$ cat config.mk
export PLATFORM = sky130hd
export DESIGN_NAME = sql_keyword_tokenizer_unit
export DESIGN_NICKNAME = d
export VERILOG_FILES = /design/src/sv/sqltok_pkg.sv /design/src/sv/sql_keyword_tokenizer_unit.sv
export VERILOG_INCLUDE_DIRS = /design/src /design/src/sv
export SDC_FILE = /design/constraint.sdc
export NUM_CORES = 1
export LEC_CHECK = 0
export BUFFER_PORTS_ARGS = -buffer_cell sky130_fd_sc_hd__buf_2
export CORE_AREA = 10 10 171 173
export CTS_BUF_LIST = sky130_fd_sc_hd__clkbuf_8
export DETAILED_ROUTE_END_ITERATION = 8
export DIE_AREA = 0 0 181 183
export HOLD_SLACK_MARGIN = 0.15
export PLACE_DENSITY = 0.62
export SYNTH_ARGS = -nofsm -noshare
export SYNTH_HDL_FRONTEND = slang
export SYNTH_SLANG_ARGS = --single-unit
$ cat constraint.sdc
create_clock -name clk -period 5.5 [get_ports clk]
set_clock_uncertainty 0.15 [all_clocks]
set_input_delay 1.1 -clock clk [delete_from_list [all_inputs] [get_ports clk]]
set_output_delay 1.1 -clock clk [all_outputs]
set_load 0.05 [all_outputs]
$ cat src/sv/assert_macros.svh
// Assertion macros for the tokenizer RTL.
// Needs a clock named clk and an active-low reset named arst_n in scope.
`ifndef ASSERT_MACROS_SVH
`define ASSERT_MACROS_SVH

// Check a property at every rising clock edge outside reset.
`define ASSERT_CLK(label, prop, msg) \
	label: assert property (@(posedge clk) disable iff (!arst_n) (prop)) else $error(msg);

// Check that a condition never holds at a rising clock edge outside reset.
`define ASSERT_NEVER(label, cond, msg) \
	label: assert property (@(posedge clk) disable iff (!arst_n) !(cond)) else $error(msg);

`endif

$ cat src/sv/sqltok_pkg.sv
// Shared types, constants and the keyword classifier for the SQL keyword tokenizer.
// No dependencies.
package sqltok_pkg;

	localparam int KW_CHARS    = 6;   // keyword prefix bytes kept per word
	localparam int POS_BITS    = 16;  // width of the character position
	localparam int LEN_BITS    = 8;   // word length, saturating
	localparam int KIND_BITS   = 4;
	localparam int NUM_KW      = 10;
	localparam int FIFO_DEPTH  = 4;   // result queue entries
	localparam int PTR_BITS    = $clog2(FIFO_DEPTH);
	localparam int CNT_BITS    = $clog2(FIFO_DEPTH + 1);
	localparam int IDX_BITS    = $clog2(KW_CHARS);
	localparam int TDATA_BITS  = 32;

	localparam logic [LEN_BITS-1:0] LEN_MAX = '1;

	typedef enum logic [KIND_BITS-1:0] {
		KIND_MAIN   = 4'd0,
		KIND_LPAR   = 4'd1,
		KIND_RPAR   = 4'd2,
		KIND_COMMA  = 4'd3,
		KIND_TYPE   = 4'd4,
		KIND_SECOND = 4'd5,
		KIND_SEMI   = 4'd6,
		KIND_IDENT  = 4'd7,
		KIND_ERROR  = 4'd8
	} tok_kind_t;

	// Byte 0 of the word sits in element 0 (the leftmost byte of a string literal).
	typedef logic [0:KW_CHARS-1][7:0] prefix_t;

	typedef struct packed {
		prefix_t             text;
		logic [LEN_BITS-1:0] len;
		tok_kind_t           kind;
	} keyword_t;

	typedef struct packed {
		logic                last;
		logic [LEN_BITS-1:0] length;
		logic [POS_BITS-1:0] start;
		tok_kind_t           kind;
	} token_t;

	// Listed in priority order; shorter words are padded with zero bytes.
	localparam keyword_t KEYWORDS [NUM_KW] = '{
		'{"create",          8'd6, KIND_MAIN},
		'{{"table", 8'h00},  8'd5, KIND_MAIN},
		'{{"alter", 8'h00},  8'd5, KIND_MAIN},
		'{{"drop", 16'h0},   8'd4, KIND_MAIN},
		'{{"int", 24'h0},    8'd3, KIND_TYPE},
		'{{"date", 16'h0},   8'd4, KIND_TYPE},
		'{{"time", 16'h0},   8'd4, KIND_TYPE},
		'{{"text", 16'h0},   8'd4, KIND_TYPE},
		'{{"add", 24'h0},    8'd3, KIND_SECOND},
		'{"modify",          8'd6, KIND_SECOND}
	};

	function automatic logic is_ident_byte(input logic [7:0] c);
		return (c >= "a" && c <= "z") || (c >= "0" && c <= "9") || c == "_";
	endfunction

	// Classify a completed word; the first keyword in table order wins.
	function automatic tok_kind_t word_class(input prefix_t p, input logic [LEN_BITS-1:0] len,
		input logic ident);
		tok_kind_t kind;
		logic      hit;
		kind = ident ? KIND_IDENT : KIND_ERROR;
		for (int k = NUM_KW - 1; k >= 0; k--) begin
			hit = (len == KEYWORDS[k].len);
			for (int i = 0; i < KW_CHARS; i++) begin
				if (LEN_BITS'(i) < KEYWORDS[k].len && p[i] != KEYWORDS[k].text[i])
					hit = 1'b0;
			end
			if (hit)
				kind = KEYWORDS[k].kind;
		end
		return kind;
	endfunction

endpackage

$ cat src/sv/sql_keyword_tokenizer_unit.sv
// Top level of the SQL keyword tokenizer: input register, word tracker and result queue.
// Depends on sqltok_pkg and assert_macros.svh.
//
//  channel  | dir | tdata (low bit up)                    | tlast
//  ---------+-----+---------------------------------------+---------------------------
//  s_*      | in  | text_char[7:0]                        | end_of_text
//  m_*      | out | token_kind[3:0] token_start[19:4]     | last_of_run (final token
//           |     | token_length[27:20], zero [31:28]     | of one character)
//
// One character per cycle while the result queue has room. A character is held in the
// input register, then is scanned against the pending word and its tokens (zero, one
// or two) enter a four-entry queue, which drives the output stream.
// The queue drains one token per cycle while m_tready is high; the input takes
// requests while the queue has room for two more tokens. Reset clears the word state,
// positions and the queue; the prefix bytes keep whatever they hold and are
// rewritten before they are read.
`include "assert_macros.svh"

module sql_keyword_tokenizer_unit
	import sqltok_pkg::*;
(
	input  logic                  clk,
	input  logic                  arst_n,
	input  logic                  s_tvalid,
	output logic                  s_tready,
	input  logic [7:0]            s_tdata,   // [7:0] text_char
	input  logic                  s_tlast,   // end_of_text
	output logic                  m_tvalid,
	input  logic                  m_tready,
	output logic [TDATA_BITS-1:0] m_tdata,   // [3:0] kind, [19:4] start, [27:20] length
	output logic                  m_tlast    // last_of_run
);

	// ---- input register ----
	logic       valid_s1;
	logic [7:0] char_s1;
	logic       eot_s1;

	// ---- word state ----
	logic [7:0]          prefix_q [KW_CHARS];
	logic [LEN_BITS-1:0] word_len_q;
	logic                ident_q;
	logic [POS_BITS-1:0] char_pos_q;
	logic [POS_BITS-1:0] word_start_q;

	// ---- result queue ----
	token_t              fifo_q [FIFO_DEPTH];
	logic [PTR_BITS-1:0] wr_ptr_q;
	logic [PTR_BITS-1:0] rd_ptr_q;
	logic [CNT_BITS-1:0] count_q;

	logic                room;
	logic                scan;
	logic                pop;
	logic                is_space;
	logic                is_mark;
	logic                is_word;
	prefix_t             nxt_prefix;
	logic [LEN_BITS-1:0] nxt_len;
	logic                nxt_ident;
	logic [POS_BITS-1:0] nxt_start;
	logic                emit_word;
	tok_kind_t           mark_kind;
	token_t              word_tok;
	token_t              mark_tok;
	token_t              tok0;
	token_t              tok1;
	logic [1:0]          push_n;

	// Room for the two tokens a single character can cause; registered count only.
	assign room     = (count_q <= CNT_BITS'(FIFO_DEPTH - 2));
	assign scan     = valid_s1 && room;
	assign pop      = m_tvalid && m_tready;
	assign s_tready = !valid_s1 || room;

	always_ff @(posedge clk or negedge arst_n) begin
		if (!arst_n) begin
			valid_s1 <= 1'b0;
		end else if (s_tready) begin
			valid_s1 <= s_tvalid;
		end
	end

	always_ff @(posedge clk) begin
		if (s_tvalid && s_tready) begin
			char_s1 <= s_tdata;
			eot_s1  <= s_tlast;
		end
	end

	// ---- character scan ----
	always_comb begin
		is_space = (char_s1 == " ") || (char_s1 == 8'h09) || (char_s1 == 8'h0a);
		is_mark  = 1'b0;
		mark_kind = KIND_ERROR;
		case (char_s1)
			"(": begin is_mark = 1'b1; mark_kind = KIND_LPAR;  end
			")": begin is_mark = 1'b1; mark_kind = KIND_RPAR;  end
			",": begin is_mark = 1'b1; mark_kind = KIND_COMMA; end
			";": begin is_mark = 1'b1; mark_kind = KIND_SEMI;  end
			"[", "{", "}", ".": begin
				is_mark = 1'b1;
			end
			default: ;
		endcase
		is_word = !is_space && !is_mark;

		// Word as it stands after this character.
		for (int i = 0; i < KW_CHARS; i++) begin
			nxt_prefix[i] = (is_word && word_len_q == LEN_BITS'(i)) ? char_s1 : prefix_q[i];
		end
		nxt_len   = (is_word && word_len_q != LEN_MAX) ? word_len_q + 1'b1 : word_len_q;
		nxt_ident = ident_q && !(is_word && !is_ident_byte(char_s1));
		nxt_start = (is_word && word_len_q == '0) ? char_pos_q : word_start_q;

		emit_word = (!is_word || eot_s1) && (nxt_len != '0);

		word_tok.kind   = word_class(nxt_prefix, nxt_len, nxt_ident);
		word_tok.start  = nxt_start;
		word_tok.length = nxt_len;
		word_tok.last   = !is_mark;

		mark_tok.kind   = mark_kind;
		mark_tok.start  = char_pos_q;
		mark_tok.length = LEN_BITS'(1);
		mark_tok.last   = 1'b1;

		// Word token goes first, the mark after it.
		tok0   = emit_word ? word_tok : mark_tok;
		tok1   = mark_tok;
		push_n = scan ? (2'(emit_word) + 2'(is_mark)) : 2'd0;
	end

	// ---- word state update ----
	always_ff @(posedge clk or negedge arst_n) begin
		if (!arst_n) begin
			word_len_q   <= '0;
			ident_q      <= 1'b1;
			char_pos_q   <= '0;
			word_start_q <= '0;
		end else if (scan) begin
			word_start_q <= nxt_start;
			char_pos_q   <= eot_s1 ? '0 : char_pos_q + 1'b1;
			if (!is_word || eot_s1) begin
				// Flush: drop the pending word.
				word_len_q <= '0;
				ident_q    <= 1'b1;
			end else begin
				word_len_q <= nxt_len;
				ident_q    <= nxt_ident;
			end
		end
	end

	always_ff @(posedge clk) begin
		for (int i = 0; i < KW_CHARS; i++) begin
			if (scan && is_word && word_len_q == LEN_BITS'(i))
				prefix_q[i] <= char_s1;
		end
	end

	// ---- result queue ----
	always_ff @(posedge clk) begin
		if (push_n != 2'd0)
			fifo_q[wr_ptr_q] <= tok0;
		if (push_n == 2'd2)
			fifo_q[wr_ptr_q + 1'b1] <= tok1;
	end

	always_ff @(posedge clk or negedge arst_n) begin
		if (!arst_n) begin
			wr_ptr_q <= '0;
			rd_ptr_q <= '0;
			count_q  <= '0;
		end else begin
			wr_ptr_q <= wr_ptr_q + PTR_BITS'(push_n);
			if (pop)
				rd_ptr_q <= rd_ptr_q + 1'b1;
			count_q <= count_q + CNT_BITS'(push_n) - CNT_BITS'(pop);
		end
	end

	assign m_tvalid = (count_q != '0);
	assign m_tdata  = TDATA_BITS'({fifo_q[rd_ptr_q].length, fifo_q[rd_ptr_q].start,
		fifo_q[rd_ptr_q].kind});
	assign m_tlast  = fifo_q[rd_ptr_q].last;

	// ---- assertions ----
	`ASSERT_NEVER(a_queue_overflow, count_q > CNT_BITS'(FIFO_DEPTH),
		"result queue holds more than its depth")
	`ASSERT_CLK(a_pair_order, push_n == 2'd2 |-> (!tok0.last && tok1.last),
		"a two-token request must mark only the second token last")
	`ASSERT_CLK(a_empty_word_ident, word_len_q == '0 |-> ident_q,
		"empty word must carry a set identifier flag")
	`ASSERT_CLK(a_eot_restart, (scan && eot_s1) |=> (char_pos_q == '0 && word_len_q == '0),
		"end of text must restart positions and clear the word")

endmodule

* Word level (Yosys, flattened, before mapping)
Memories as Yosys holds them, arrays and structs flattened.
Cells that the tools add are included.
** Word-level totals
- Output and inout port bits :: 35
- Input bits :: 13
- Bits in registers :: 58
- Memories kept :: 2
- Logic and storage cells :: 225
- RAM bits :: 164
** Operators by class
- Reductions and logical operators :: 45
- Add/sub/neg operators :: 8
- $lt $le $gt $ge :: 5
- Equality and inequality tests :: 56
- Multiplexer cells :: 99
** Memory list
- fifo_q :: depth 4, width 29, rd ports 1, clocked after Yosys merged registers in 0, wr ports 2, line sql_keyword_tokenizer_unit.sv:47 : token_t fifo_q [FIFO_DEPTH];
- prefix_q :: depth 6, width 8, rd ports 6, clocked after Yosys merged registers in 0, wr ports 1, line sql_keyword_tokenizer_unit.sv:40 : logic [7:0] prefix_q [KW_CHARS];
** Operators by type and width (count)
- $ne 8x7->1 const B :: 33
- $mux 8 :: 13
- $mux 1 :: 65
- $eq 8x6->1 const B :: 6
- $reduce_or 8->1 :: 6
- $mux 4 :: 11
- $eq 8x3->1 const B :: 5
- $eq 8x7->1 const B :: 4
- $mux 16 :: 2
- $mux 29 :: 1
- $eq 8x2->1 const B :: 3
- $logic_and 1x1->1 :: 23
- $add 16x1->16 const B :: 1
- $eq 8x4->1 const B :: 2
- $pmux 4 s4 :: 1
- $mux 3 :: 5
- $add 8x1->8 const B :: 1
- $eq 8x1->1 const B :: 1
- $ge 8x6->1 const B :: 1
- $ge 8x7->1 const B :: 1
- $le 8x6->1 const B :: 1
- $le 8x7->1 const B :: 1
- $logic_not 8->1 :: 1
- $ne 8x8->1 const B :: 1
- 13 further kinds :: 24

* Longest topological paths before layout
Gate-level depths: netlist of the first run.
- Depth after elaboration :: 25
- Depth in mapped cells :: 20

* Worst setup path before layout of the first run
Ideal clock, no wire load.
- Path kind :: register -> register
- From :: register char_s1[4]
- To :: memory fifo_q[3][0] in the netlist's numbering, enable pin
- Cell stages (with the launch flop) :: 17
- Arrival :: 4.520 ns
- Slack :: 0.454 ns
- Cell sequence :: edfxtp_1 buf_6 or4b_1 a211o_1 and4_4 buf_6 buf_6 nor4_2 o22ai_2 o31ai_4 inv_2 ha_1 clkbuf_1 o21ai_0 nor2_1 nor2_1 inv_1
** RTL lines
- start, declared :: line sql_keyword_tokenizer_unit.sv:36 : logic [7:0] char_s1;
- start signal, assigned :: line sql_keyword_tokenizer_unit.sv:86 : char_s1 <= s_tdata;
- end, declared :: line sql_keyword_tokenizer_unit.sv:47

==> flow_summary_export.csv, run 1 <==
group,metric,value,unit
status,status,"finished, final reports clean",
sta,timing.final.crit_share,89.2,%
detailed_routing,wire_per_inst,22.5,um
detailed_routing,dr.pass1.iters,6,
sta,hold_ws,0.302,ns
detailed_routing,vias_per_cell,6.11,
synth,synthFlopType,"edfxtp_1",
hold_path,hp-class,"reg2reg",
clocking,cts_buffers,39,
clocking,ctsResizeCount,0,
floorplanning,die_w,181,um
global_route,grt.total_usage,19.0,%
critical_path,reg2reg_depth,11,
global_route,gr-usage-met3,3.80,%
detailed_routing,drt_iter0_markers,808,
detailed_routing,drcViolationCount,0,
critical_path,cp.arrival,5.05,ns
final_layout,drive_above_1_share,17.6,%
sta,maxSlewViolCount,0,
power,power_density,476,nW/um2
synth,syn_inst,1017,
floorplanning,rows,59,
critical_path,regToRegStartpoint,"char_s1[5]",
power,ir_drop,0.290,mV
sta,hold_viol_final,0,
synth,async_flop_share,22.1,%
final_layout,antennaDiodeCount,0,
place,placed_area,12000,um2
synth,yosysSeqAreaShare,52.7,%
global_route,top_usage_layer,"met2",
global_route,antenna_found_initial,0,
clocking,cts_tree,"yes",
clocking,cts_hold_buf,0,
critical_path,r2r_slack,0.59,ns
critical_path,rr_endpoint,"fifo_q[3][1]",
sta,max_freq,204,MHz
critical_path,cp_max_fo,30,
final_layout,area_growth_syn_to_layout,11.1,%
global_route,grt_pass1_vias,8716,
clocking,clock_sinks,222,
sta,setup_viol,0,
final_layout,final_nets,1085,
detailed_routing,routed_wl,32000,um
critical_path,worst-setup-path-type,"reg2reg",
place,portBuffers,43,
synth,synth-seq-cells,222,
critical_path,required,5.64,ns
sta,tns,0,ns
critical_path,endpoint,"fifo_q[3][1]",
synth,synth-edff-count,137,
detailed_routing,drtAntennaViolNets,0,
clocking,cts.path.max_buffers,3,
floorplanning,initial_core_util,44.6,%
floorplanning,die_h,183,um
final_layout,stdcell_area,12800,um2
clocking,h-tree-depth,2,
sta,max_slew_margin,43.4,%
flow_run,cap_violations,0,
global_route,grt_pass1_wl,50900,um
synth,synth_cell_types,90,
clocking,clkTransAtPathRegs,0.06,ns
critical_path,critPathLaunch,"char_s1[5]",
global_route,grt.overflow.total,0,
sta,rsz0062_at_grt,"false",
detailed_routing,vias,8700,
synth,netlist_area,11500,um2
clocking,clk_latency,0.56,ns
sta,worstMarginPinSlew,0.841,ns
critical_path,end_kind,"flop",
clocking,ctsRootBufferMaster,"clkbuf_8",
sta,finalCriticalPeriod,4.91,ns
clocking,postCtsSetupBuffers,0,
synth,syn_avg_cell_area,11.3,um2
place,gp_congestion,0.958,
global_route,grt_max_degree,50,
global_route,gr-usage-met2,30.6,%
global_route,use_met1,25.1,%
floorplanning,ios,48,
floorplanning,core_area,25800,um2
place,dp_hpwl,21900,um
floorplanning,dieArea,33100,um2
synth,yosys_warnings,0,
power,power_leakage,4.75,nW
critical_path,start_kind,"flop",
synth_stat cells (21+ instances only):
library cell / count / area (um2)
a21oi_1: 26 / 130
a22o_1: 86 / 753
clkbuf_1: 42 / 158
dfrtp_1: 48 / 1200
dfxtp_1: 36 / 721
edfxtp_1: 137 / 4110
inv_1: 25 / 93.8
mux4_2: 29 / 653
nand2_1: 109 / 409
nand3_1: 37 / 185
nor2_1: 72 / 270
nor3_1: 21 / 105
nor4_1: 22 / 138
o21ai_0: 27 / 135
layout by cell type (no fill, tap or decap), types with 5 or more instances in the layout:
cell type  count
inv_1         41
nand3b_1       7
and4_1         5
nor2_2         5
dfrtp_1       46
buf_2         43
dfxtp_1       36
a22o_1        86
o22ai_1       15
edfxtp_1     137
nor4bb_1       5
or4_1         10
nand2_1      109
a211oi_1       7
nand2b_1       9
o21ai_0       27
mux2i_1       13
xnor2_1       12
nor2_1        72
and2_1         5
nor4_1        22
buf_4         33
or3_1          6
and3_1        14
a31oi_1       14
clkinv_1       5
nor3_1        20
nand4_1        9
nand3_1       37
a21oi_1       26
ha_1          10
xor2_1        12
clkbuf_8      41
mux4_2        29
a41oi_1        5
power breakdown:
| group | total, mW | internal, mW | switching (mW) | leakage (nW) |
|---|---|---|---|---|
| logic | 2.24 | 0.683 | 1.56 | 2.12 |
| clock network | 1.43 | 0.742 | 0.686 | 0.429 |
| registers | 2.40 | 2.08 | 0.322 | 2.20 |
metal layers:
metal | up-vias | routed length [um]
met1 | 4245 | 13800
met3 | 76 | 2240
met2 | 345 | 15100
met5 | - | 0
met4 | 0 | 893
li1 | 4034 | -
flip-flops by register name (all words and copies together) (netlist names), 2 cells and up:
name          count
fifo_q          116
char_s1           8
count_q           3
wr_ptr_q          2
word_start_q     16
word_len_q        8
char_pos_q       16
prefix_q         48
rd_ptr_q          2
worst min-delay path by stage:
stage / from / end / cells past startpoint / slack, ns
2_1_floorplan: fifo_q[2][21] / fifo_q[2][21] / 2 / 0.27
3_3_place_gp: fifo_q[1][24] / fifo_q[1][24] / 2 / 0.28
3_5_place_dp: fifo_q[2][21] / fifo_q[2][21] / 2 / 0.29
4_1_cts: fifo_q[2][21] / fifo_q[2][21] / 2 / 0.31
5_1_grt: fifo_q[2][21] / fifo_q[2][21] / 2 / 0.33
6_report: fifo_q[2][21] / fifo_q[2][21] / 2 / 0.30
cell type report:
class	instances	area [um2]
Inverter	26	97.6
Timing Repair Buffer	76	463
Fill cell	2320	13000
Sequential cell	222	6060
Multi-Input combinational cell	696	4990
Clock inverter	29	161
Clock buffer	41	564
Tap cell	335	419
cell families (layout without fill, tap and decap cells):
logic type / Yosys count / count (layout) / synth area share [%]
DFF: 222 / 222 / 52.7
and+or+nand+nor: 366 / 366 / 16.5
AOI/OAI and AO/OA: 245 / 245 / 16.5
buffers and inverters: 102 / 172 / 3.94
xor gates and xnor gates: 24 / 24 / 1.83
adders and majority gates: 11 / 11 / 1.26
muxes: 46 / 46 / 7.21
other: 1 / 4 / 0.0326
critical path, cell delays in order, from the launching register on:
cell	delay, ns
edfxtp_1	0.61
nor4b_1	0.25
o31ai_1	0.42
and4_4	0.39
buf_4	0.37
nand3_1	0.44
or4_1	0.65
a211oi_1	0.40
a32oi_1	0.22
and3_4	0.23
and4_4	0.17
a221o_1	0.35
through the flow:
stage	util (%)	power, mW	setup slack, ns	std cells
floorplan	-	4.00	0.454	1020
global placement	46.7	4.66	0.719	1355
detailed placement	46.7	4.68	0.632	1355
CTS	49.5	6.12	0.604	1425
global route	49.5	6.40	0.171	1425
finish	49.5	6.08	0.592	1425
No activity file was read; power rests on OpenSTA's default activity.
==> run 2: changes to the inputs <==
CORE_AREA = 10 10 163 165   (was 10 10 171 173)
DIE_AREA = 0 0 173 175   (was 0 0 181 183)
PLACE_DENSITY = 0.67   (was 0.62)
==> run 2 against run 1 <==
  * Clock-buffer cell count fell by 1
  * Cell count fell by 0.84%
  * Routed wire length fell by 0.16%
  * Flip-flop and latch count did not move
  * Global-route usage rose by 1.9 points
  * Critical path type unchanged
  * Non-clock buffer count rose by 7
  * Register-to-register slack got worse by 0.22 ns
  * Sequential power barely moved
==> flow_summary_export.csv, run 2 (synthesis results as in run 1) <==
group,metric,value,unit
final_layout,final_cell_mix,"edfxtp_1 (137), nand2_1 (109), a22o_1 (86), nor2_1 (72), dfrtp_1 (47)",
critical_path,regToRegStartpoint,"char_s1[0]",
status,status,"finished, final reports clean",
clocking,cts_tree,"yes",
place,portBuffers,43,
sta,finalCriticalPeriod,5.13,ns
final_layout,largest_reg_flops,116,
sta,setup_ws,0.373,ns
floorplanning,ios,48,
final_layout,top_register,"fifo_q",
flow_run,cap_violations,0,
sta,worstMarginPinSlew,1.07,ns
detailed_routing,routed_wl,32000,um
floorplanning,initial_core_util,49.4,%
detailed_routing,vias_per_cell,6.25,
clocking,postCtsSetupBuffers,0,
critical_path,cp_max_fo,22,
sta,tns,0,ns
clocking,clock_sinks,222,
global_route,grt_pass1_vias,8660,
global_route,grt.overflow.total,0,
final_layout,antennaDiodeCount,0,
place,gp_congestion,0.981,
clocking,clkTransAtPathRegs,0.06,ns
detailed_routing,wire_per_inst,22.6,um
detailed_routing,drtAntennaViolNets,0,
power,p_total,6.03,mW
power,power_leakage,4.77,nW
critical_path,end_kind,"flop",
detailed_routing,vias,8834,
detailed_routing,dr.pass1.iters,5,
power,power_density,472,nW/um2
sta,timing.final.crit_share,93.2,%
global_route,grt_pass1_wl,50600,um
detailed_routing,drcViolationCount,0,
place,place_ws,0.460,ns
critical_path,cp.arrival,5.40,ns
critical_path,rr_endpoint,"fifo_q[3][14]",
global_route,antenna_found_initial,0,
sta,max_freq,195,MHz
detailed_routing,drt_iter0_markers,766,
final_layout,final_nets,1090,
critical_path,worst-setup-path-type,"reg2reg",
hold_path,min_to,"fifo_q[2][24]",
hold_path,min_from,"fifo_q[2][24]",
sta,max_slew_margin,28.7,%
clocking,cts_hold_buf,0,
sta,maxSlewViolCount,0,
critical_path,r2r_slack,0.37,ns
clocking,ctsResizeCount,0,
critical_path,required,5.77,ns
hold_path,hp-class,"reg2reg",
final_layout,top_regs,"fifo_q: 116 flops, prefix_q: 48 flops",
floorplanning,die_w,173,um
clocking,h-tree-depth,2,
sta,hold_viol_final,0,
floorplanning,dieArea,30300,um2
floorplanning,rows,56,
clocking,cts.path.max_buffers,3,
sta,rsz0062_at_grt,"false",
place,dp_hpwl,22100,um
floorplanning,die_h,175,um
critical_path,start_kind,"flop",
final_layout,drive_above_1_share,18.1,%
final_layout,area_growth_syn_to_layout,11.0,%
hold_path,min_path_cells,2,
power,ir_drop,0.212,mV
clocking,clk_latency,0.56,ns
global_route,grt.total_usage,20.8,%
global_route,grt_max_degree,50,
floorplanning,core_area,23300,um2
critical_path,reg2reg_depth,13,
sta,setup_viol,0,
clocking,cts_buffers,37,
clocking,ctsRootBufferMaster,"clkbuf_8",
final_layout,mostFrequentLayoutCell,"edfxtp_1",
-- run 2: cell count changes in the layout (fill, tap and decap cells not counted), sizes merged --
cell / previous run / this run
bufinv: 1 / 0
clkbuf: 41 / 40
clkinvlp: 1 / 0
buf: 76 / 83
-- run 2: final cells by class --
type                       instances  area (um2)
clock buffer                      40         551
clock inverter                    27         134
fill                            2072       10500
inverter                          26        97.6
multi-input combinational        696        4990
sequential                       222        6060
tap                              319         399
timing repair buffer              83         515
-- run 2: stage by stage --
step,cells,hold slack [ns],cell area [um2],util [%]
4_1_cts,1413,0.309,12800,54.8
2_1_floorplan,1020,0.270,11500,-
3_3_place_gp,1346,0.284,12100,51.9
6_report,1413,0.304,12800,54.8
5_1_grt,1413,0.340,12800,54.8
3_5_place_dp,1346,0.297,12100,51.9
-- run 2: worst max-delay path, cell delays in order, from the launching register on --
cell	delay, ns
edfxtp_1	0.60
or4b_1	0.58
a211o_1	0.35
and4_4	0.30
a211oi_1	0.30
o22ai_2	0.20
o31ai_4	0.31
inv_2	0.07
ha_1	0.46
nor2_1	0.12
nor2_1	0.21
nand3_1	0.34
o21ai_2	0.78
a22o_1	0.24
-- run 2: how the worst max path moves through the flow --
| stage | from | endpoint | slack [ns] | cells past startpoint |
|---|---|---|---|---|
| finish | char_s1[0] | fifo_q[3][14] | 0.37 | 13 |
| global route | char_s1[0] | fifo_q[3][28] | 0.07 | 14 |
| CTS | char_s1[0] | fifo_q[3][13] | 0.47 | 13 |
| detailed placement | char_s1[0] | fifo_q[3][14] | 0.46 | 13 |
| global placement | char_s1[0] | fifo_q[3][12] | 0.61 | 13 |
| floorplan | char_s1[4] | fifo_q[3][0] | 0.45 | 16 |
-- run 2: power by group --
| group | leakage, nW | total, mW | internal (mW) | switching [mW] |
|---|---|---|---|---|
| logic | 2.15 | 2.27 | 0.706 | 1.57 |
| clock network | 0.413 | 1.35 | 0.681 | 0.667 |
| registers | 2.20 | 2.41 | 2.08 | 0.325 |
| total | 4.77 | 6.03 | 3.47 | 2.56 |
-- run 2: metal layers --
metal  vias to the layer above  global-route usage (%)  wire (um)
met5                         -                       0          0
met4                         0                    8.55       1090
met3                        78                    3.73       2300
met2                       377                    34.2      15200
met1                      4327                    26.8      13300
li1                       4052                       -          -
==> run 3: changes to the inputs <==
CORE_AREA = 10 10 226 228   (was 10 10 163 165)
DIE_AREA = 0 0 236 238   (was 0 0 173 175)
PLACE_DENSITY = 0.4   (was 0.67)
==> run 3 against run 2 <==
  * Non-clock buffer count is the same
  * Clock-buffer cell count is 3 higher
  * Sequential share of layout area shrank 1.7 points
  * Hold slack better by 0.0025 ns
  * Cell area is 3.7% higher
==> flow_summary_export.csv, run 3 (synthesis results as in run 1) <==
group,metric,value,unit
clocking,cts_hold_buf,0,
place,portBuffers,43,
floorplanning,die_w,236,um
detailed_routing,drcViolationCount,0,
detailed_routing,routed_wl,37600,um
global_route,grt.overflow.total,0,
global_route,grt_pass1_wl,57100,um
floorplanning,core_area,46400,um2
clocking,clock_sinks,222,
sta,timing.final.crit_share,90.3,%
detailed_routing,drt_iter0_markers,733,
power,power_density,477,nW/um2
final_layout,final_nets,1095,
sta,rsz0062_at_grt,"false",
detailed_routing,vias,8792,
clocking,clkTransAtPathRegs,0.06,ns
sta,tns,0,ns
critical_path,start_kind,"flop",
sta,setup_viol,0,
clocking,clk_latency,0.62,ns
sta,maxSlewViolCount,0,
final_layout,fillers,4797,
clocking,postCtsSetupBuffers,0,
status,status,"finished, final reports clean",
place,dp_hpwl,25800,um
clocking,cts_tree,"yes",
floorplanning,ios,48,
final_layout,drive_above_1_share,18.4,%
final_layout,top_regs,"fifo_q: 116 flops, prefix_q: 48 flops",
critical_path,cp_max_fo,26,
floorplanning,initial_core_util,24.8,%
final_layout,mostFrequentLayoutCell,"edfxtp_1",
detailed_routing,dr.pass1.iters,5,
sta,hold_ws,0.307,ns
flow_run,cap_violations,0,
clocking,h-tree-depth,2,
floorplanning,rows,79,
floorplanning,die_h,238,um
critical_path,worst-setup-path-type,"reg2reg",
place,gp_congestion,0.882,
critical_path,required,5.72,ns
clocking,ctsRootBufferMaster,"clkbuf_8",
clocking,ctsResizeCount,0,
detailed_routing,drtAntennaViolNets,0,
critical_path,end_kind,"flop",
global_route,grt_pass1_vias,8868,
detailed_routing,wire_per_inst,22.0,um
floorplanning,dieArea,56200,um2
final_layout,largest_reg_flops,116,
power,power_leakage,4.82,nW
final_layout,antennaDiodeCount,0,
final_layout,final_cell_mix,"edfxtp_1 (137), nand2_1 (109), a22o_1 (86), nor2_1 (72), dfrtp_1 (47)",
sta,worstMarginPinSlew,0.965,ns
detailed_routing,vias_per_cell,5.14,
sta,max_slew_margin,35.6,%
global_route,grt_max_degree,50,
global_route,antenna_found_initial,0,
critical_path,cp.arrival,5.19,ns
sta,max_freq,201,MHz
global_route,grt.total_usage,13.0,%
hold_path,hp-class,"reg2reg",
sta,hold_viol_final,0,
clocking,cts_buffers,42,
sta,finalCriticalPeriod,4.97,ns
clocking,cts.path.max_buffers,3,
power,ir_drop,0.220,mV
final_layout,top_register,"fifo_q",
final_layout,area_growth_syn_to_layout,15.0,%
==> run 3: cell count changes in the layout (fill, tap and decap cells not counted) <==
cell	delta
inv_8	+1
bufinv_16	+1
clkbuf_8	+3
inv_12	+1
inv_6	-1
clkinv_2	-1
clkinv_1	+4
clkinvlp_4	+2
inv_1	+2
clkinv_8	-1
==> run 3: layer usage <==
layer	vias up	track usage [%]	wire length, um
met5	-	0	0
met4	0	4.88	1020
met2	225	21.7	18100
li1	4060	-	-
met1	4439	16.5	16900
met3	68	2.38	1630
==> run 3: path summary, 6_finish.rpt <==
check | slack, ns | cells after the start | endpoint | start
min in group asynchronous | 0.47 | 2 | count_q[2] | arst_n
hold / removal | 0.31 | 2 | fifo_q[3][21] | fifo_q[3][21]
setup / recovery | 0.53 | 11 | fifo_q[1][0] | char_s1[1]
hold reg to reg | 0.31 | 2 | fifo_q[3][21] | fifo_q[3][21]
max in group asynchronous | 4.18 | 2 | valid_s1 | arst_n
setup reg to reg | 0.53 | 11 | fifo_q[1][0] | char_s1[1]
==> run 3: through the flow <==
stage	total power, mW	utilization, %	worst slack (ns)	area (um2)	cells
floorplan	4.00	-	0.454	11500	1020
global placement	4.83	26.8	0.630	12400	1634
detailed placement	4.82	26.8	0.603	12400	1634
CTS	6.41	28.5	0.605	13200	1712
global route	6.66	28.5	0.244	13200	1712
finish	6.31	28.5	0.532	13200	1712
==> run 3: critical path: stages (launching register included) <==
cell      delay [ns]
edfxtp_1        0.55
and4b_1         0.31
o21ai_1         0.32
and4_4          0.41
buf_4           0.35
nand3_1         0.45
or4_1           0.68
a211oi_1        0.46
nand4_1         0.34
nand2_1         0.15
nand3_1         0.17
o221ai_1        0.38
==> run 3: layout make-up <==
| cell class | count | area (um2) | area share (%) |
|---|---|---|---|
| sequential | 222 | 6060 | 45.9 |
| multi-input combinational | 696 | 4990 | 37.8 |
| tap | 607 | 759 | 5.74 |
| clock buffer | 43 | 592 | 4.48 |
| timing repair buffer | 83 | 515 | 3.90 |
| clock inverter | 35 | 199 | 1.50 |
| inverter | 26 | 97.6 | 0.738 |
==> run 3: power by group <==
part | internal [mW] | switching (mW) | leakage, nW
sequential | 2.08 | 0.277 | 2.20
clock | 0.790 | 0.762 | 0.464
combinational | 0.709 | 1.69 | 2.15
